`src/hw/rtl/kcd_pkg.sv`:
```
// ----------------------------------------------------------------------------
// kcd_pkg: shared types and constants of the key click / long-press detector
// Key mask codes, event kinds, the queue entry format and register indexes.
// ----------------------------------------------------------------------------
`default_nettype none

package kcd_pkg;

	localparam int KEY_W   = 3;
	localparam int KIND_W  = 3;
	localparam int LPT_W   = 10;
	localparam int DCT_W   = 8;
	localparam int CFG_W   = 10;
	localparam int CFG_IDX_W = 2;
	localparam int DATA_W  = 8;

	localparam int QUEUE_DEPTH_DEF = 2;

	// key mask: bit0 ball, bit1 A, bit2 B
	localparam logic [KEY_W-1:0] KEY_IDLE  = 3'd0;
	localparam logic [KEY_W-1:0] KEY_TRACK = 3'd1;
	localparam logic [KEY_W-1:0] KEY_A     = 3'd2;
	localparam logic [KEY_W-1:0] KEY_B     = 3'd4;
	localparam logic [KEY_W-1:0] KEY_AB    = 3'd6;
	localparam logic [KEY_W-1:0] KEY_ALL   = 3'd7;

	localparam logic [CFG_IDX_W-1:0] REG_LONG_PRESS   = 2'd0;
	localparam logic [CFG_IDX_W-1:0] REG_DOUBLE_CLICK = 2'd1;

	localparam logic [LPT_W-1:0] LPT_RESET = 10'd100;
	localparam logic [DCT_W-1:0] DCT_RESET = 8'd10;

	typedef enum logic [KIND_W-1:0] {
		KIND_NONE   = 3'd0,
		KIND_HELD   = 3'd1,
		KIND_SINGLE = 3'd2,
		KIND_LONG   = 3'd3,
		KIND_DOUBLE = 3'd4
	} event_kind_t;

	// one classified tick travelling through the queue
	typedef struct packed {
		logic             valid;
		logic [KEY_W-1:0] key;
	} kcd_entry_t;

endpackage

`default_nettype wire

```
`src/hw/rtl/kcd_front.sv`:
```
// ----------------------------------------------------------------------------
// kcd_front: input side of the detector
// Accepts key flag samples and encodes them by priority into a key mask.
// ----------------------------------------------------------------------------
`default_nettype none

module kcd_front (
	input  wire logic                     s_tvalid,
	output logic                          s_tready,
	input  wire logic [kcd_pkg::DATA_W-1:0] s_tdata,  // [0] ball, [1] touch A, [2] touch B
	input  wire logic                     q_ready,
	output kcd_pkg::kcd_entry_t           push
);
	import kcd_pkg::*;

	logic ball;
	logic key_a;
	logic key_b;
	logic [KEY_W-1:0] code;

	assign ball  = s_tdata[0];
	assign key_a = s_tdata[1];
	assign key_b = s_tdata[2];

	always_comb begin
		if (ball && key_a && key_b) begin
			code = KEY_ALL;
		end else if (key_a && key_b) begin
			code = KEY_AB;
		end else if (ball) begin
			code = KEY_TRACK;
		end else if (key_a) begin
			code = KEY_A;
		end else if (key_b) begin
			code = KEY_B;
		end else begin
			code = KEY_IDLE;
		end
	end

	assign s_tready   = q_ready;
	assign push.valid = s_tvalid && q_ready;
	assign push.key   = code;

endmodule

`default_nettype wire

```
`src/hw/rtl/kcd_queue.sv`:
```
// ----------------------------------------------------------------------------
// kcd_queue: short queue between the front and the back
// Holds classified ticks so either side may stall on its own.
// ----------------------------------------------------------------------------
`default_nettype none

module kcd_queue #(
	parameter int DEPTH = kcd_pkg::QUEUE_DEPTH_DEF
) (
	input  wire logic                clk,
	input  wire logic                arst_n,
	input  wire kcd_pkg::kcd_entry_t push,
	output logic                     push_ready,
	output kcd_pkg::kcd_entry_t      head,
	input  wire logic                pop
);
	import kcd_pkg::*;

	localparam int PTR_W = (DEPTH > 1) ? $clog2(DEPTH) : 1;
	localparam int CNT_W = $clog2(DEPTH + 1);
	localparam logic [PTR_W-1:0] PTR_LAST = PTR_W'(DEPTH - 1);
	localparam logic [CNT_W-1:0] CNT_FULL = CNT_W'(DEPTH);

	logic [KEY_W-1:0] slot_q [DEPTH];
	logic [PTR_W-1:0] wr_ptr_q;
	logic [PTR_W-1:0] rd_ptr_q;
	logic [CNT_W-1:0] count_q;
	logic             do_push;
	logic             do_pop;

	assign push_ready = (count_q != CNT_FULL);
	assign do_push    = push.valid && push_ready;
	assign do_pop     = pop && (count_q != '0);

	assign head.valid = (count_q != '0);
	assign head.key   = slot_q[rd_ptr_q];

	always_ff @(posedge clk) begin
		if (do_push) begin
			slot_q[wr_ptr_q] <= push.key;
		end
	end

	always_ff @(posedge clk or negedge arst_n) begin
		if (!arst_n) begin
			wr_ptr_q <= '0;
			rd_ptr_q <= '0;
			count_q  <= '0;
		end else begin
			if (do_push) begin
				wr_ptr_q <= (wr_ptr_q == PTR_LAST) ? '0 : wr_ptr_q + PTR_W'(1);
			end
			if (do_pop) begin
				rd_ptr_q <= (rd_ptr_q == PTR_LAST) ? '0 : rd_ptr_q + PTR_W'(1);
			end
			case ({do_push, do_pop})
				2'b10:   count_q <= count_q + CNT_W'(1);
				2'b01:   count_q <= count_q - CNT_W'(1);
				default: count_q <= count_q;
			endcase
		end
	end

	a_count_bound: assert property (@(posedge clk) disable iff (!arst_n)
		count_q <= CNT_FULL)
		else $error("queue count beyond depth");

	a_no_pop_empty: assert property (@(posedge clk) disable iff (!arst_n)
		pop |-> head.valid)
		else $error("pop from empty queue");

	a_ptr_track: assert property (@(posedge clk) disable iff (!arst_n)
		(count_q == '0) |-> (wr_ptr_q == rd_ptr_q))
		else $error("queue pointers disagree with empty count");

endmodule

`default_nettype wire

```
`src/hw/rtl/kcd_back.sv`:
```
// ----------------------------------------------------------------------------
// kcd_back: event resolution of the detector
// Tracks hold and click state per tick and registers one event per tick.
// ----------------------------------------------------------------------------
`default_nettype none

module kcd_back (
	input  wire logic                          clk,
	input  wire logic                          arst_n,
	input  wire kcd_pkg::kcd_entry_t           head,
	output logic                               pop,
	input  wire logic                          cfg_we,
	input  wire logic [kcd_pkg::CFG_IDX_W-1:0] cfg_index,
	input  wire logic [kcd_pkg::CFG_W-1:0]     cfg_wdata,
	output logic                               m_tvalid,
	input  wire logic                          m_tready,
	output logic [kcd_pkg::DATA_W-1:0]         m_tdata  // [2:0] key_code, [5:3] event_kind
);
	import kcd_pkg::*;

	logic [LPT_W-1:0] long_ticks_q;
	logic [DCT_W-1:0] double_ticks_q;

	logic [KEY_W-1:0] prev_key_q;
	logic [KEY_W-1:0] hold_cand_q;
	logic [KEY_W-1:0] click_cand_q;
	logic [LPT_W-1:0] hold_cnt_q;
	logic [DCT_W-1:0] idle_cnt_q;
	logic             click_pend_q;

	logic [KEY_W-1:0] hold_cand_d;
	logic [KEY_W-1:0] click_cand_d;
	logic [LPT_W-1:0] hold_cnt_d;
	logic [DCT_W-1:0] idle_cnt_d;
	logic             click_pend_d;

	logic [KEY_W-1:0] key;
	logic [KEY_W-1:0] pressed;
	logic [KEY_W-1:0] ev_key;
	event_kind_t      ev_kind;

	logic             out_valid_q;
	logic [KEY_W-1:0] out_key_q;
	event_kind_t      out_kind_q;

	assign pop = head.valid && (!out_valid_q || m_tready);
	assign key = head.key;
	assign pressed = key & ~prev_key_q;

	always_comb begin
		hold_cand_d  = hold_cand_q;
		click_cand_d = click_cand_q;
		hold_cnt_d   = hold_cnt_q;
		idle_cnt_d   = idle_cnt_q;
		click_pend_d = click_pend_q;
		ev_key       = KEY_IDLE;
		ev_kind      = KIND_NONE;

		if (key == KEY_ALL || key == KEY_TRACK) begin
			// held report leaves the hold and click state alone
			ev_key  = key;
			ev_kind = KIND_HELD;
		end else begin
			if (key == hold_cand_q) begin
				if (hold_cnt_q != '1) begin
					hold_cnt_d = hold_cnt_q + LPT_W'(1);
				end
				if (hold_cnt_d >= long_ticks_q) begin
					if (key inside {KEY_A, KEY_B, KEY_AB}) begin
						ev_key  = key;
						ev_kind = KIND_LONG;
					end
					hold_cnt_d   = long_ticks_q;
					click_pend_d = 1'b0;
					click_cand_d = KEY_IDLE;
				end
			end else begin
				hold_cnt_d = '0;
			end

			if (pressed != KEY_IDLE) begin
				hold_cand_d = pressed;
			end

			if (click_cand_d != KEY_IDLE && click_pend_d) begin
				if (key == KEY_IDLE && idle_cnt_q != '1) begin
					idle_cnt_d = idle_cnt_q + DCT_W'(1);
				end
				if (idle_cnt_d < double_ticks_q && pressed == click_cand_d) begin
					if (click_cand_d inside {KEY_A, KEY_B}) begin
						ev_key  = click_cand_d;
						ev_kind = KIND_DOUBLE;
					end
					click_pend_d = 1'b0;
					idle_cnt_d   = '0;
				end else if (idle_cnt_d >= double_ticks_q) begin
					ev_key       = click_cand_d;
					ev_kind      = KIND_SINGLE;
					idle_cnt_d   = '0;
					click_pend_d = 1'b0;
				end
			end

			// a tick that already gave an event does not open a new click
			if (pressed != KEY_IDLE && ev_kind == KIND_NONE) begin
				click_cand_d = pressed;
				click_pend_d = 1'b1;
			end
		end
	end

	always_ff @(posedge clk or negedge arst_n) begin
		if (!arst_n) begin
			long_ticks_q   <= LPT_RESET;
			double_ticks_q <= DCT_RESET;
		end else if (cfg_we) begin
			case (cfg_index)
				REG_LONG_PRESS:   long_ticks_q   <= cfg_wdata[LPT_W-1:0];
				REG_DOUBLE_CLICK: double_ticks_q <= cfg_wdata[DCT_W-1:0];
				default:          ;
			endcase
		end
	end

	always_ff @(posedge clk or negedge arst_n) begin
		if (!arst_n) begin
			prev_key_q   <= KEY_IDLE;
			hold_cand_q  <= KEY_IDLE;
			click_cand_q <= KEY_IDLE;
			hold_cnt_q   <= '0;
			idle_cnt_q   <= '0;
			click_pend_q <= 1'b0;
		end else if (pop) begin
			prev_key_q   <= key;
			hold_cand_q  <= hold_cand_d;
			click_cand_q <= click_cand_d;
			hold_cnt_q   <= hold_cnt_d;
			idle_cnt_q   <= idle_cnt_d;
			click_pend_q <= click_pend_d;
		end
	end

	always_ff @(posedge clk or negedge arst_n) begin
		if (!arst_n) begin
			out_valid_q <= 1'b0;
		end else if (pop) begin
			out_valid_q <= 1'b1;
		end else if (m_tready) begin
			out_valid_q <= 1'b0;
		end
	end

	always_ff @(posedge clk) begin
		if (pop) begin
			out_key_q  <= ev_key;
			out_kind_q <= ev_kind;
		end
	end

	assign m_tvalid = out_valid_q;
	assign m_tdata  = {2'b00, out_kind_q, out_key_q};

	a_held_key: assert property (@(posedge clk) disable iff (!arst_n)
		(out_valid_q && out_kind_q == KIND_HELD) |->
			(out_key_q == KEY_TRACK || out_key_q == KEY_ALL))
		else $error("held report on a key other than ball or all");

	a_double_key: assert property (@(posedge clk) disable iff (!arst_n)
		(out_valid_q && out_kind_q == KIND_DOUBLE) |-> (out_key_q == KEY_A || out_key_q == KEY_B))
		else $error("double click on a key other than A or B");

	a_none_zero: assert property (@(posedge clk) disable iff (!arst_n)
		(out_valid_q && out_kind_q == KIND_NONE) |-> (out_key_q == KEY_IDLE))
		else $error("empty event carries a key code");

	a_pop_fills: assert property (@(posedge clk) disable iff (!arst_n)
		pop |=> out_valid_q)
		else $error("popped tick did not reach the output register");

endmodule

`default_nettype wire

```
`src/hw/rtl/key_click_longpress_detector_core.sv`:
```
// ----------------------------------------------------------------------------
// key_click_longpress_detector_core: key click, double click and long press
// Front encodes key samples, a short queue decouples, back resolves events.
// ----------------------------------------------------------------------------
// Path: an input transfer enters the queue, then the back stage pops it into
// its output register. Throughput: one item per cycle while m_tready is high,
// set by the back stage state update; queue and output register let both sides stall.
// Reset: arst_n clears all detector state, empties the queue and loads the
// register defaults (long press 100 ticks, double click 10 ticks).
`default_nettype none

module key_click_longpress_detector_core #(
	parameter int QUEUE_DEPTH = kcd_pkg::QUEUE_DEPTH_DEF
) (
	input  wire logic                          clk,
	input  wire logic                          arst_n,
	input  wire logic                          s_tvalid,
	output logic                               s_tready,
	input  wire logic [kcd_pkg::DATA_W-1:0]    s_tdata,  // [0] ball, [1] touch A, [2] touch B
	output logic                               m_tvalid,
	input  wire logic                          m_tready,
	output logic [kcd_pkg::DATA_W-1:0]         m_tdata,  // [2:0] key_code, [5:3] event_kind
	input  wire logic                          cfg_we,
	input  wire logic [kcd_pkg::CFG_IDX_W-1:0] cfg_index,
	input  wire logic [kcd_pkg::CFG_W-1:0]     cfg_wdata
);
	import kcd_pkg::*;

	kcd_entry_t push;
	kcd_entry_t head;
	logic       q_ready;
	logic       pop;

	kcd_front u_front (
		.s_tvalid (s_tvalid),
		.s_tready (s_tready),
		.s_tdata  (s_tdata),
		.q_ready  (q_ready),
		.push     (push)
	);

	kcd_queue #(
		.DEPTH (QUEUE_DEPTH)
	) u_queue (
		.clk        (clk),
		.arst_n     (arst_n),
		.push       (push),
		.push_ready (q_ready),
		.head       (head),
		.pop        (pop)
	);

	kcd_back u_back (
		.clk       (clk),
		.arst_n    (arst_n),
		.head      (head),
		.pop       (pop),
		.cfg_we    (cfg_we),
		.cfg_index (cfg_index),
		.cfg_wdata (cfg_wdata),
		.m_tvalid  (m_tvalid),
		.m_tready  (m_tready),
		.m_tdata   (m_tdata)
	);

endmodule

`default_nettype wire

```
`config.mk`:
```
export PLATFORM = sky130hd
export DESIGN_NAME = key_click_longpress_detector_core
export DESIGN_NICKNAME = d
export VERILOG_FILES = /design/src/hw/rtl/kcd_pkg.sv /design/src/hw/rtl/kcd_front.sv /design/src/hw/rtl/kcd_queue.sv /design/src/hw/rtl/kcd_back.sv /design/src/hw/rtl/key_click_longpress_detector_core.sv
export SDC_FILE = /design/constraint.sdc
export NUM_CORES = 1
export LEC_CHECK = 0
export BUFFER_PORTS_ARGS = -buffer_cell sky130_fd_sc_hd__buf_2
export CAP_MARGIN = 0
export CORE_ASPECT_RATIO = 0.5
export CORE_MARGIN = 5
export CORE_UTILIZATION = 41
export DETAILED_ROUTE_END_ITERATION = 8
export PLACE_DENSITY_LB_ADDON = 0.1
export SYNTH_ARGS = -nofsm -noshare
export SYNTH_HDL_FRONTEND = slang
export SYNTH_SLANG_ARGS = --single-unit
export TNS_END_PERCENT = 20
```
`constraint.sdc`:
```
create_clock -name clk -period 8.4 [get_ports clk]
set_clock_uncertainty 0.15 [all_clocks]
set_input_delay 0.84 -clock clk [delete_from_list [all_inputs] [get_ports clk]]
set_output_delay 0.84 -clock clk [all_outputs]
set_load 0.05 [all_outputs]
```
* Word level (Yosys, flattened, before mapping)
Memory sizes are Yosys's and may differ from the RTL's. Cells that the tools add are included.
Word-level totals: register bits after elaboration 57, memory bits (writable) 6, input bits 25, output and inout bits 10, logic and storage cells 120, memories kept 1
Memory list:
- u_queue.slot_q | words 2, bits a word 3, read ports 1, clocked after Yosys merged registers in 0, write ports 1, line kcd_queue.sv:24 | logic [KEY_W-1:0] slot_q [DEPTH];
Operators by class: $add $sub $neg 6, order comparisons 3, eq/ne operators 15, muxes and demuxes 49, bitwise logic cells 3, reductions and logical operators 29
Operators by type and width (count):
- 2-to-1 mux 3 bit | 24
- 2-to-1 mux 10 bit | 5
- 2-to-1 mux 8 bit | 5
- 2-to-1 mux 1 bit | 13
- equality test 3 bit (second input constant) | 4
- logical AND 1 bit | 11
- adder 10 x 1 -> 10 bit (second input constant) | 1
- greater-or-equal comparator 10 bit | 1
- inequality test 10 bit (second input constant) | 1
- nonzero test 3 bit | 3
- adder 8 x 1 -> 8 bit (second input constant) | 1
- greater-or-equal comparator 8 bit | 1
- less-than comparator 8 bit | 1
- inequality test 8 bit (second input constant) | 1
- nonzero test 2 bit | 4
- equality test 3 x 2 -> 1 bit (second input constant) | 2
- equality test 3 bit | 2
- logical NOT 3 bit | 2
- AND reduction 2 bit | 3
- AND reduction 3 bit | 2
- equality test 2 x 1 -> 1 bit (second input constant) | 2
- case mux 2 bit (2 select lines) | 1
- bitwise AND 3 bit | 1
- equality test 3 x 1 -> 1 bit (second input constant) | 1
- 11 further kinds | 13

* Longest topological paths before layout
Gate-level depths: netlist of run 1.
word-level depth 20, depth in mapped cells 18, gate-level depth less buffers 16

* Cells and area by module
A second synthesis of run 1 with hierarchy kept.
Unflattened totals: cells, all modules 403, area total of the unflattened synthesis 3809.9 um^2
Modules (own cells, without submodules):
- kcd_back | times used 1, cells an instance 370, area each 3362.0 um^2, sequential area each 1362.6 um^2
- kcd_queue | times used 1, cells an instance 26, area each 409.1 um^2, sequential area each 280.3 um^2
- kcd_front | times used 1, cells an instance 7, area each 38.8 um^2, sequential area each 0.0 um^2

* Worst setup path before layout of run 1
No wires, ideal clock.
path kind register to register, start register u_queue.rd_ptr_q, end register u_back.out_key_q[2] (data pin), setup time 0.261 ns, data arrival time 3.869 ns, required time 7.989 ns, setup slack 4.121 ns, cell stages (with the launch flop) 16, buffers on the path 2, period minus slack after synthesis 4.279 ns, cell sequence dfrtp_1 buf_6 mux2_2 a311oi_1 and4_1 and2b_1 xor2_1 ha_1 a21o_1 a21o_1 a21o_1 a2111o_1 a22o_1 buf_6 nor3b_1 o32a_1
On the way: word-level cells in the longest chain between the ends 11, elaborated cells on any way between the ends 36, classes of those cells order compare (2); eq/ne (9); mux (15); bitwise (1); reduce/logical (8); memory (1)
RTL lines:
- start, declared | line kcd_queue.sv:26 | logic [PTR_W-1:0] rd_ptr_q;
- start signal, assigned | line kcd_queue.sv:54 | rd_ptr_q <= (rd_ptr_q == PTR_LAST) ? '0 : rd_ptr_q + PTR_W'(1);
- memory (2 x 3 bit) (*)
- logical NOT 3 bit | line kcd_back.sv:86 | if (key == KEY_IDLE && idle_cnt_q != '1) begin
- logical AND 1 bit | line kcd_back.sv:86
- 2-to-1 mux 8 bit | line kcd_back.sv:86
- 2-to-1 mux 8 bit | line kcd_back.sv:85 | if (click_cand_d != KEY_IDLE && click_pend_d) begin
- 2-to-1 mux 8 bit | line kcd_back.sv:59 | if (key == KEY_ALL || key == KEY_TRACK) begin
- greater-or-equal comparator 8 bit / less-than comparator 8 bit (equally long branches) | line kcd_back.sv:96, kcd_back.sv:89
- 2-to-1 mux 3 bit / logical AND 1 bit (equally long branches) | line kcd_back.sv:96, kcd_back.sv:89
- 2-to-1 mux 3 bit | line kcd_back.sv:89 | if (idle_cnt_d < double_ticks_q && pressed == click_cand_d) begin
- 2-to-1 mux 3 bit | line kcd_back.sv:85
- 2-to-1 mux 3 bit (*) | line kcd_back.sv:59
- via u_back.ev_key[2] | line kcd_back.sv:39 | logic [KEY_W-1:0] ev_key;
- end signal, assigned | line kcd_back.sv:155 | out_key_q <= ev_key;
- end, declared | line kcd_back.sv:43 | logic [KEY_W-1:0] out_key_q;
Mark *: on every way through the listed nets, which the timed path passes. The rest lies on a longest branch. The select of a mux whose other input is x is not followed. A chain may end at the register's enable or synchronous reset.

* Final worst setup path of run 1
start register u_queue.rd_ptr_q, end register u_back.click_cand_q[1]
On the way: word-level cells in the longest chain between the ends 14, elaborated cells on any way between the ends 42, classes of those cells order compare (2); eq/ne (9); mux (16); bitwise (2); reduce/logical (12); memory (1)
RTL lines:
- memory (2 x 3 bit) (*)
- logical NOT 3 bit | line kcd_back.sv:86
- logical AND 1 bit | line kcd_back.sv:86
- 2-to-1 mux 8 bit | line kcd_back.sv:86
- 2-to-1 mux 8 bit | line kcd_back.sv:85
- 2-to-1 mux 8 bit | line kcd_back.sv:59
- greater-or-equal comparator 8 bit / less-than comparator 8 bit (equally long branches) | line kcd_back.sv:96, kcd_back.sv:89
- 2-to-1 mux 3 bit / logical AND 1 bit (equally long branches) | line kcd_back.sv:96, kcd_back.sv:89
- 2-to-1 mux 3 bit | line kcd_back.sv:89
- 2-to-1 mux 3 bit | line kcd_back.sv:85
- 2-to-1 mux 3 bit | line kcd_back.sv:59
- logical NOT 3 bit | line kcd_back.sv:105 | if (pressed != KEY_IDLE && ev_kind == KIND_NONE) begin
- logical AND 1 bit | line kcd_back.sv:105
- 2-to-1 mux 3 bit | line kcd_back.sv:105
- end signal, assigned | line kcd_back.sv:136 | click_cand_q <= click_cand_d;
- end, declared | line kcd_back.sv:26 | logic [KEY_W-1:0] click_cand_q;
Mark *: on every way between the ends. The rest lies on a longest branch, timed or not. The select of a mux whose other input is x is not followed.

==> results.md, run 1 <==
- Outcome: completed
- Avg Synthesized Cell Area: 9.35 µm²
- FILL cells: 849
- Vias in the first global route: 3053
- Final Max Tran Viols: 0
- Final Power: 0.00136 W
- Clock slew at reported path FFs: 0.05 ns
- CP bufs+invs: 0
- Area Overhead vs Synth: 13.5%
- CTS tree: built
- CP Class: reg2reg
- CP max-delay cell: nor2_1
- # setup viols final: 0
- Netlist cell types: 55
- Ant. Diodes: 0
- Critical Path Sink Type: flip-flop
- Vias per cell: 5.48
- Initial detailed-routing violation count: 262
- Cells after Synth: 409
- Hold EP: u_back.double_ticks_q[6]
- Cell Rows: 24
- # hold bufs at CTS: 0
- Final net count: 481
- Main flop type after synthesis: dfrtp_1
- Inserted Clock Buffers: 9
- Main area contributors after synthesis: dfrtp_1, edfxtp_1, ha_1
- Reg power frac: 35.2%
- Share of the synthesized area in the top cell type: 30.1%
- Critical Path Most Common Cell: a21o_1
- Largest net degree at the start of global routing: 52
- Initial antenna violation count: 0
- Number of enable flip-flop cells after synthesis: 12
- CP peak stage delay: 0.81 ns
- Most numerous cell in the Yosys netlist: dfrtp_1
- P_int: 0.000819 W
- Initial cell density of the core: 43.0%
- Non-Filler Instances: 557
- Clock sink count: 63
- Reg2reg path depth: 14
- Max_cap viols: 0
- Sw Share: 39.9%
- Number of I/O port buffers: 27
- I/O pins: 35
- FF+latch count, synth: 63
- Post-DP HPWL: 6420 µm
- Worst R2R Start: u_queue.rd_ptr_q
- Max Clk Rate: 184 MHz
- Die H: 78.3 µm
- Worst EP required: 8.47 ns
- Post-cts sizing count: 0
- Die Area: 11500 µm²
- Post-Synthesis Cell Area: 3830 µm²
- Total wire length: 9070 µm
- Combinational power share: 38.6%
- WL/cell: 16.3 µm
- Cell Chain, Critical Path: mux2_2 -> a311oi_1 -> and4_1 -> and2b_1 -> xor2_1 -> ha_1 -> a21o_1 -> a21o_1 -> a21o_1 -> nor2_1 -> nor3_1 -> o31ai_1 -> a21oi_1 -> a21o_1
- Worst skew pair latency: 0.33 ns
- Leak pwr: 1.99 nW
- Startpoint Class: flip-flop
- Total congestion overflow: 0
- Final core occ: 48.9%
- Share of cells above drive strength 1: 14.8%
- Synth async-reset ratio: 81.0%
- Clk network pwr share: 26.2%
- Fin. Hold Viols: 0
- Area leader, netlist: dfrtp_1
- DRT antenna net count: 0
- Hold Crit Class: reg2reg
- Final min period: 5.44 ns
- Clock buffer depth: 2
- Worst-path fanout max: 15
- RePlAce Congestion: 0.884
- Relative slew slack: 15.3%
- Setup TNS: 0 ns
- First-pass GRT wire length: 15000 µm
- Worst Max-Slew Pin Slew: 1.27 ns
- Remaining DRCs: 0
- Via count: 3052
- Worst path top cell family by delay: compound AO/OA/AOI/OAI gates
- All-Layer GR Usage: 16.2%
- Core box area: 8890 µm²
- Dpl ws: 3.06 ns
- Final worst-path cycle share: 64.7%
- Pwr dens: 314 nW/µm²
- Hold Path Origin: u_back.double_ticks_q[6]
- Arr. time, crit path: 5.51 ns
- Placed cell count: 541
- Synth Warn #: 0
- FF-to-FF End: u_back.click_cand_q[1]
- Number of post-CTS setup repair buffers: 0
- Reg2reg setup slack: 2.96 ns
- Worst setup slack after layout: 2.96 ns
- Register area share after synthesis: 42.9%
- Root buf cell: clkbuf_16
- Top post-synthesis cells by count: dfrtp_1, nand2_1, nor2_1, o21ai_0
- VDD IR max: 196 µV
- H-tree depth: 3
- Net Switching: 0.000544 W
- Die width: 147 µm
- Worst hold path cell count: 1
- Unrepaired setup endpoints after global routing: false
- Drt first pass iters: 4
[layer usage]
layer	wire length, µm	track usage (%)	vias to the layer above
li1	-	-	1511
met1	4500	22.1	1458
met2	4030	25.1	75
met3	460	5.29	8
met4	69	4.22	0
met5	0	0	-
[worst max-delay path by stage]
stage	start	to	slack, ns	cells after the start
4_1_cts	u_queue.rd_ptr_q	u_back.click_cand_q[1]	3.07	14
6_report	u_queue.rd_ptr_q	u_back.click_cand_q[1]	2.96	14
2_1_floorplan	u_queue.rd_ptr_q	u_back.out_key_q[2]	4.12	15
3_5_place_dp	u_queue.rd_ptr_q	u_back.click_cand_q[1]	3.06	14
5_1_grt	u_queue.rd_ptr_q	u_back.click_cand_q[1]	2.62	14
3_3_place_gp	u_queue.rd_ptr_q	u_back.click_cand_q[1]	3.19	14
[layout by cell type, fill, tap and decap left out, types with 3 or more instances in the layout]
cell / count
dfstp_2: 5
a211oi_1: 3
buf_2: 27
a31oi_1: 5
clkinv_1: 3
dfrtp_1: 46
a21o_1: 6
xnor2_1: 16
clkbuf_16: 9
and2_1: 6
nand2b_1: 5
buf_4: 5
nand2_1: 38
nand3_1: 12
o21ai_0: 35
inv_1: 24
xor2_1: 7
and3_1: 8
nand4_1: 11
a21oi_1: 24
mux2_2: 12
mux2i_1: 7
edfxtp_1: 12
nor2_1: 35
ha_1: 21
nor3_1: 8
a41o_1: 5
or3_1: 4
[cells by family (layout without fill, tap and decap cells)]
logic type | after synthesis | after routing | synth area share [%]
fa+ha+maj | 21 | 21 | 6.87
buf+inv | 42 | 72 | 4.74
compound gates | 96 | 96 | 15.5
xor+xnor | 23 | 23 | 5.26
mux | 20 | 20 | 5.95
flops | 63 | 63 | 42.9
other cells | 1 | 2 | 0.0980
simple gates | 143 | 143 | 18.6
[flip-flops by register name (all words and copies together), names as in the netlist, 2 cells and up]
name / flops
u_back.hold_cnt_q: 10
u_back.long_ticks_q: 10
u_back.double_ticks_q: 8
u_back.idle_cnt_q: 8
u_queue.slot_q: 6
u_back.click_cand_q: 3
u_back.hold_cand_q: 3
u_back.out_key_q: 3
u_back.out_kind_q: 3
u_back.prev_key_q: 3
u_queue.count_q: 2
[stage by stage]
step	instance area, µm²	hold WS, ns
after floorplan	3830	0.311
after global placement	4060	0.327
after CTS	4340	0.364
after global routing	4340	0.376
after detailed placement	4060	0.345
final	4340	0.359
[power groups by stage]
stage | clock network (W) | logic [W] | registers (W)
5_1_grt | 0.000381 | 0.000587 | 0.000492
3_5_place_dp | 0 | 0.000526 | 0.000482
2_1_floorplan | 0 | 0.000381 | 0.000498
4_1_cts | 0.000365 | 0.000529 | 0.000479
6_report | 0.000357 | 0.000527 | 0.000480
3_3_place_gp | 0 | 0.000510 | 0.000479
[final cells by class]
cell class / instances / area, µm² / area share (%)
Sequential cell: 63 / 1640 / 37.8
Clock inverter: 6 / 51.3 / 1.18
Clock buffer: 10 / 229 / 5.27
Tap cell: 117 / 146 / 3.37
Timing Repair Buffer: 32 / 173 / 3.98
Multi-Input combinational cell: 305 / 2010 / 46.3
Inverter: 24 / 90.1 / 2.07
No activity file was read; power rests on OpenSTA's default activity.
==> run 2, diff against run 1 <==
==> constraint.sdc (replaced) <==
create_clock -name clk -period 5 [get_ports clk]
set_clock_uncertainty 0.15 [all_clocks]
set_input_delay 0.5 -clock clk [delete_from_list [all_inputs] [get_ports clk]]
set_output_delay 0.5 -clock clk [all_outputs]
set_load 0.05 [all_outputs]
==> results.md, run 2 (synthesized netlist as in run 1, its figures left out) <==
- Die Area: 11500 µm² (unchanged)
- Post-DP HPWL: 6340 µm (was 6420 µm)
- Relative slew slack: 52.9% (was 15.3%)
- RePlAce Congestion: 0.884 (about the same)
- Die width: 147 µm (unchanged)
- Worst-path fanout max: 10 (was 15)
- P_int: 0.00141 W (was 0.000819 W)
- Arr. time, crit path: 4.44 ns (was 5.51 ns)
- Worst Max-Slew Pin Slew: 0.706 ns (was 1.27 ns)
- Die H: 78.3 µm (unchanged)
- Worst EP required: 4.92 ns (was 8.47 ns)
- Inserted Clock Buffers: 9 (unchanged)
- # setup viols final: 0 (unchanged)
- Total wire length: 8750 µm (was 9070 µm)
- Max Clk Rate: 221 MHz (was 184 MHz)
- Startpoint Class: flip-flop (unchanged)
- Fin. Hold Viols: 0 (unchanged)
- Vias in the first global route: 3077 (was 3053)
- Vias per cell: 5.50 (was 5.48)
- H-tree depth: 3 (unchanged)
- Commonest non-fill, non-tap cells in the layout: dfrtp_1, nand2_1, nor2_1, o21ai_0, buf_2 (unchanged)
- Unrepaired setup endpoints after global routing: false (unchanged)
- Final core occ: 49.5% (was 48.9%)
- Final min period: 4.52 ns (was 5.44 ns)
- Reg2reg setup slack: 0.48 ns (was 2.96 ns)
- Core box area: 8890 µm² (unchanged)
- Reg power frac: 34.6% (was 35.2%)
- Clk network pwr share: 26.6% (was 26.2%)
- Initial antenna violation count: 0 (unchanged)
- Max_cap viols: 0 (unchanged)
- Final worst-path cycle share: 90.5% (was 64.7%)
- Critical Path Most Common Cell: a21o_1 (unchanged)
- CP Class: reg2reg (unchanged)
- VDD IR max: 318 µV (was 196 µV)
- Post-cts sizing count: 0 (unchanged)
- Non-Filler Instances: 563 (was 557)
- First-pass GRT wire length: 14900 µm (was 15000 µm)
- Leak pwr: 2.02 nW (was 1.99 nW)
- Number of post-CTS setup repair buffers: 0 (unchanged)
- CP bufs+invs: 1 (was 0)
- Remaining DRCs: 0 (unchanged)
- DRT antenna net count: 0 (unchanged)
- Top Registers: u_back.hold_cnt_q: 10 flops, u_back.long_ticks_q: 10 flops (unchanged)
- Pwr dens: 527 nW/µm² (was 314 nW/µm²)
- Dpl ws: 0.443 ns (was 3.06 ns)
- WL/cell: 15.5 µm (was 16.3 µm)
- Combinational power share: 38.8% (was 38.6%)
- # hold bufs at CTS: 0 (unchanged)
- Share of cells above drive strength 1: 16.4% (was 14.8%)
- Largest net degree at the start of global routing: 52 (unchanged)
- I/O pins: 35 (unchanged)
- Outcome: completed (unchanged)
- Most common cell after layout, fill and taps aside: dfrtp_1 (unchanged)
- Worst skew pair latency: 0.33 ns (about the same)
- Via count: 3096 (was 3052)
- Worst setup slack after layout: 0.475 ns (was 2.96 ns)
- Placed cell count: 547 (was 541)
- Clock buffer depth: 2 (unchanged)
- FILL cells: 845 (was 849)
- Worst path top cell family by delay: compound AO/OA/AOI/OAI gates (unchanged)
- Final Max Tran Viols: 0 (unchanged)
- Number of I/O port buffers: 27 (unchanged)
- Root buf cell: clkbuf_16 (unchanged)
- Critical Path Sink Type: flip-flop (unchanged)
- All-Layer GR Usage: 16.0% (was 16.2%)
- Clock slew at reported path FFs: 0.05 ns (about the same)
- CP peak stage delay: 0.54 ns (was 0.81 ns)
- Drt first pass iters: 4 (unchanged)
- Cell Chain, Critical Path: mux2_2 -> a311oi_1 -> buf_4 -> and4_1 -> and2b_1 -> xor2_1 -> ha_1 -> a21o_1 -> a21o_1 -> a21o_1 -> a2111o_1 -> a22o_1 -> nor3b_1 -> o32a_1 (was mux2_2 -> a311oi_1 -> and4_1 -> and2b_1 -> xor2_1 -> ha_1 -> a21o_1 -> a21o_1 -> a21o_1 -> nor2_1 -> nor3_1 -> o31ai_1 -> a21oi_1 -> a21o_1)
- Net Switching: 0.000908 W (was 0.000544 W)
- Ant. Diodes: 0 (unchanged)
- Hold Crit Class: in2async (was reg2reg)
- Initial detailed-routing violation count: 207 (was 262)
- Clock sink count: 63 (unchanged)
- Final hold slack: 0.159 ns (was 0.359 ns)
- Total congestion overflow: 0 (unchanged)
- Setup TNS: 0 ns (unchanged)
- Sw Share: 39.2% (was 39.9%)
- Area Overhead vs Synth: 15.0% (was 13.5%)
- CP max-delay cell: dfrtp_1 (was nor2_1)
- Cell Rows: 24 (unchanged)
- CTS tree: built (unchanged)
- Initial cell density of the core: 43.0% (unchanged)
- Final net count: 487 (was 481)
-- run 2: changes by cell type in the layout (fill, tap and decap cells not counted), sizes merged --
cell | before | now
buf | 32 | 38
clkbuf | 10 | 12
clkinv | 5 | 2
clkinvlp | 0 | 1
-- run 2: area by class of cell --
cell class	instances	area (µm²)	share of cell area [%]
clock buffers	12	246	5.60
clock inverters	4	47.5	1.08
inverters	24	90.1	2.05
multi-input cells	305	2010	45.7
flip-flops and latches	63	1640	37.3
well taps	117	146	3.33
repair buffers	38	218	4.95
-- run 2: per-layer routing --
| layer | wire, µm | global-route usage [%] | part of all wire [%] | vias up |
|---|---|---|---|---|
| met4 | 84 | 4.97 | 0.96 | 0 |
| met1 | 4370 | 21.6 | 50 | 1512 |
| met3 | 452 | 5.24 | 5.2 | 7 |
| met2 | 3850 | 24.5 | 44 | 54 |
| li1 | - | - | - | 1523 |
| met5 | 0 | 0 | 0 | - |
-- run 2: per-stage QoR --
step / total power, W / instance area, µm²
after floorplan: 0.00148 / 3830
after global placement: 0.00168 / 4110
after detailed placement: 0.00171 / 4110
after CTS: 0.00234 / 4400
after global routing: 0.00248 / 4400
final: 0.00232 / 4400
-- run 2: worst paths after layout --
check	from	endpoint	cells past startpoint
worst max register to register	u_queue.rd_ptr_q	u_back.out_key_q[2]	14
worst min register to register	u_back.hold_cand_q[0]	u_back.hold_cand_q[0]	1
worst min-delay path	arst_n	u_back.hold_cnt_q[7]	2
worst max-delay path	u_queue.rd_ptr_q	u_back.out_key_q[2]	14
max in group asynchronous	arst_n	u_back.idle_cnt_q[7]	2
min in group clk	m_tready	u_back.m_tvalid	2
-- run 2: power by group through the flow --
stage / clock (W) / combinational, W / sequential [W]
4_1_cts: 0.000633 / 0.000905 / 0.000803
5_1_grt: 0.000659 / 0.00100 / 0.000823
2_1_floorplan: 0 / 0.000639 / 0.000837
6_report: 0.000617 / 0.000899 / 0.000802
3_5_place_dp: 0 / 0.000900 / 0.000807
3_3_place_gp: 0 / 0.000878 / 0.000804
==> run 3, diff against run 2 <==
--- a/config.mk
+++ b/config.mk
@@ -7,7 +7,7 @@
 export LEC_CHECK = 0
 export BUFFER_PORTS_ARGS = -buffer_cell sky130_fd_sc_hd__buf_2
 export CAP_MARGIN = 0
-export CORE_ASPECT_RATIO = 0.5
+export CORE_ASPECT_RATIO = 0.8
 export CORE_MARGIN = 5
 export CORE_UTILIZATION = 41
 export DETAILED_ROUTE_END_ITERATION = 8
==> results.md, run 3 (synthesized netlist as in run 1, its figures left out) <==
- Dpl ws: 0.554 ns (was 0.443 ns)
- Commonest non-fill, non-tap cells in the layout: dfrtp_1, nand2_1, nor2_1, o21ai_0, buf_2 (unchanged)
- Worst setup path start: u_queue.rd_ptr_q (unchanged)
- Net Switching: 0.000901 W (was 0.000908 W)
- Sw Share: 40.1% (was 39.2%)
- Worst setup slack after layout: 0.532 ns (was 0.475 ns)
- Max_cap viols: 0 (unchanged)
- Final Power: 0.00225 W (was 0.00232 W)
- Fin. Hold Viols: 0 (unchanged)
- Clock slew at reported path FFs: 0.05 ns (about the same)
- Final min period: 4.47 ns (was 4.52 ns)
- Initial antenna violation count: 0 (unchanged)
- Post-DP HPWL: 6250 µm (was 6340 µm)
- Final worst-path cycle share: 89.4% (was 90.5%)
- Post-cts sizing count: 0 (unchanged)
- Total wire length: 8510 µm (was 8750 µm)
- First-pass GRT wire length: 14800 µm (was 14900 µm)
- Share of cells above drive strength 1: 16.1% (was 16.4%)
- Leak pwr: 2.01 nW (was 2.02 nW)
- Top Registers: u_back.hold_cnt_q: 10 flops, u_back.long_ticks_q: 10 flops (unchanged)
- Root buf cell: clkbuf_16 (unchanged)
- Reg power frac: 35.8% (was 34.6%)
- Critical Path Sink Type: flip-flop (unchanged)
- CP Capture Point: u_back.out_key_q[2] (unchanged)
- Outcome: completed (unchanged)
- DRT antenna net count: 0 (unchanged)
- Clk network pwr share: 24.3% (was 26.6%)
- Worst-path fanout max: 10 (unchanged)
- Reg2reg setup slack: 0.53 ns (was 0.48 ns)
- Relative slew slack: 55.3% (was 52.9%)
- CP max-delay cell: dfrtp_1 (unchanged)
- Unrepaired setup endpoints after global routing: false (unchanged)
- # hold bufs at CTS: 0 (unchanged)
- Most common cell after layout, fill and taps aside: dfrtp_1 (unchanged)
- Initial cell density of the core: 42.2% (was 43.0%)
- FILL cells: 888 (was 845)
- CP Class: reg2reg (unchanged)
- CP peak stage delay: 0.56 ns (was 0.54 ns)
- Number of I/O port buffers: 27 (unchanged)
- Initial detailed-routing violation count: 259 (was 207)
- Remaining DRCs: 0 (unchanged)
- Critical Path Most Common Cell: a21o_1 (unchanged)
- Clock sink count: 63 (unchanged)
- Met3 wire len: 352 µm (was 452 µm)
- Pwr dens: 515 nW/µm² (was 527 nW/µm²)
- Worst path top cell family by delay: compound AO/OA/AOI/OAI gates (unchanged)
- Worst Max-Slew Pin Slew: 0.671 ns (was 0.706 ns)
- All-Layer GR Usage: 16.4% (was 16.0%)
- Metal2 WL: 3690 µm (was 3850 µm)
- VDD IR max: 362 µV (was 318 µV)
- Reg2reg path depth: 13 (was 14)
- Hold Crit Class: in2async (unchanged)
- Worst R2R Start: u_queue.rd_ptr_q (unchanged)
- Worst EP required: 4.92 ns (about the same)
- CP bufs+invs: 0 (was 1)
- Via count: 2997 (was 3096)
- Clock buffer depth: 2 (unchanged)
- Vias in the first global route: 3008 (was 3077)
- Worst skew pair latency: 0.33 ns (about the same)
- Ant. Diodes: 0 (unchanged)
- # setup viols final: 0 (unchanged)
- Die Area: 11400 µm² (was 11500 µm²)
- Top layer in use: met4 (unchanged)
- Placed cell count: 545 (was 547)
- WL/cell: 15.2 µm (was 15.5 µm)
- Startpoint Class: flip-flop (unchanged)
- Max Clk Rate: 224 MHz (was 221 MHz)
- I/O pins: 35 (unchanged)
- Largest net degree at the start of global routing: 52 (unchanged)
- Final net count: 487 (unchanged)
- Area Overhead vs Synth: 14.1% (was 15.0%)
- Die H: 96.4 µm (was 78.3 µm)
- H-tree depth: 3 (unchanged)
- CTS tree: built (unchanged)
- FF-to-FF End: u_back.out_key_q[2] (unchanged)
- Number of post-CTS setup repair buffers: 0 (unchanged)
- Arr. time, crit path: 4.39 ns (was 4.44 ns)
- Combinational power share: 40.0% (was 38.8%)
- Non-Filler Instances: 561 (was 563)
- Met1 WL: 4410 µm (was 4370 µm)
- Final core occ: 48.1% (was 49.5%)
- Inserted Clock Buffers: 9 (unchanged)
- Cell Rows: 31 (was 24)
- Core box area: 9080 µm² (was 8890 µm²)
- Setup TNS: 0 ns (unchanged)
- Vias per cell: 5.34 (was 5.50)
- Final Max Tran Viols: 0 (unchanged)
- Cell Chain, Critical Path: mux2_2 -> a311oi_1 -> and4_1 -> and2b_1 -> xor2_1 -> ha_1 -> a21o_1 -> a21o_1 -> a21o_1 -> a2111o_1 -> a22o_1 -> nor3b_1 -> o32a_1 (was mux2_2 -> a311oi_1 -> buf_4 -> and4_1 -> and2b_1 -> xor2_1 -> ha_1 -> a21o_1 -> a21o_1 -> a21o_1 -> a2111o_1 -> a22o_1 -> nor3b_1 -> o32a_1)
- Drt first pass iters: 5 (was 4)
- RePlAce Congestion: 0.752 (was 0.884)
- Die width: 118 µm (was 147 µm)
- Total congestion overflow: 0 (unchanged)
- P_int: 0.00135 W (was 0.00141 W)
- CP Depth: 13 (was 14)
==> run 3: cell count changes in the layout (fill, tap and decap cells not counted), sizes merged <==
| cell | change |
|---|---|
| clkinv | +1 |
| bufinv | -1 |
==> run 3: power groups by stage <==
stage	Sequential [W]	Combinational, W	Clock, W
after floorplan	0.000837	0.000639	0
after global placement	0.000801	0.000884	0
after detailed placement	0.000809	0.000900	0
after CTS	0.000801	0.000906	0.000562
after global routing	0.000823	0.00101	0.000589
final	0.000804	0.000897	0.000545
==> run 3: how the worst min path moves through the flow <==
| stage | startpoint | endpoint | cells past startpoint |
|---|---|---|---|
| 2_1_floorplan | arst_n | u_back.click_cand_q[0] | 0 |
| 3_3_place_gp | u_queue.wr_ptr_q | u_queue.wr_ptr_q | 1 |
| 3_5_place_dp | u_queue.wr_ptr_q | u_queue.wr_ptr_q | 1 |
| 4_1_cts | arst_n | u_back.idle_cnt_q[4] | 2 |
| 5_1_grt | m_tready | u_back.m_tvalid | 2 |
| 6_report | arst_n | u_back.double_ticks_q[5] | 2 |
==> run 3: metrics by stage <==
| stage | instance area, µm² | hold WS, ns |
|---|---|---|
| after global routing | 4360 | 0.202 |
| final | 4360 | 0.143 |
| after floorplan | 3830 | 0.0544 |
| after global placement | 4110 | 0.326 |
| after CTS | 4360 | 0.172 |
| after detailed placement | 4110 | 0.331 |
==> run 3: final cells by class <==
cell class,count,area (µm²),share of cell area [%]
multi-input combinational,305,2010,46.1
sequential,63,1640,37.6
clock buffer,12,236,5.42
inverter,24,90.1,2.06
timing repair buffer,38,218,4.99
clock inverter,4,22.5,0.516
tap,115,144,3.30
==> run 3: metal layers <==
layer | vias up | GRT usage, %
li1 | 1529 | -
met5 | - | 0
met2 | 59 | 25.2
met1 | 1405 | 22.8
met4 | 0 | 6.02
met3 | 4 | 3.78
==> run 3: worst reg2reg max path, cell delays in order, from the launching register on <==
cell	delay [ns]
dfrtp_1	0.56
mux2_2	0.43
a311oi_1	0.36
and4_1	0.28
and2b_1	0.21
xor2_1	0.19
ha_1	0.27
a21o_1	0.16
a21o_1	0.16
a21o_1	0.21
a2111o_1	0.38
a22o_1	0.32
nor3b_1	0.20
o32a_1	0.34
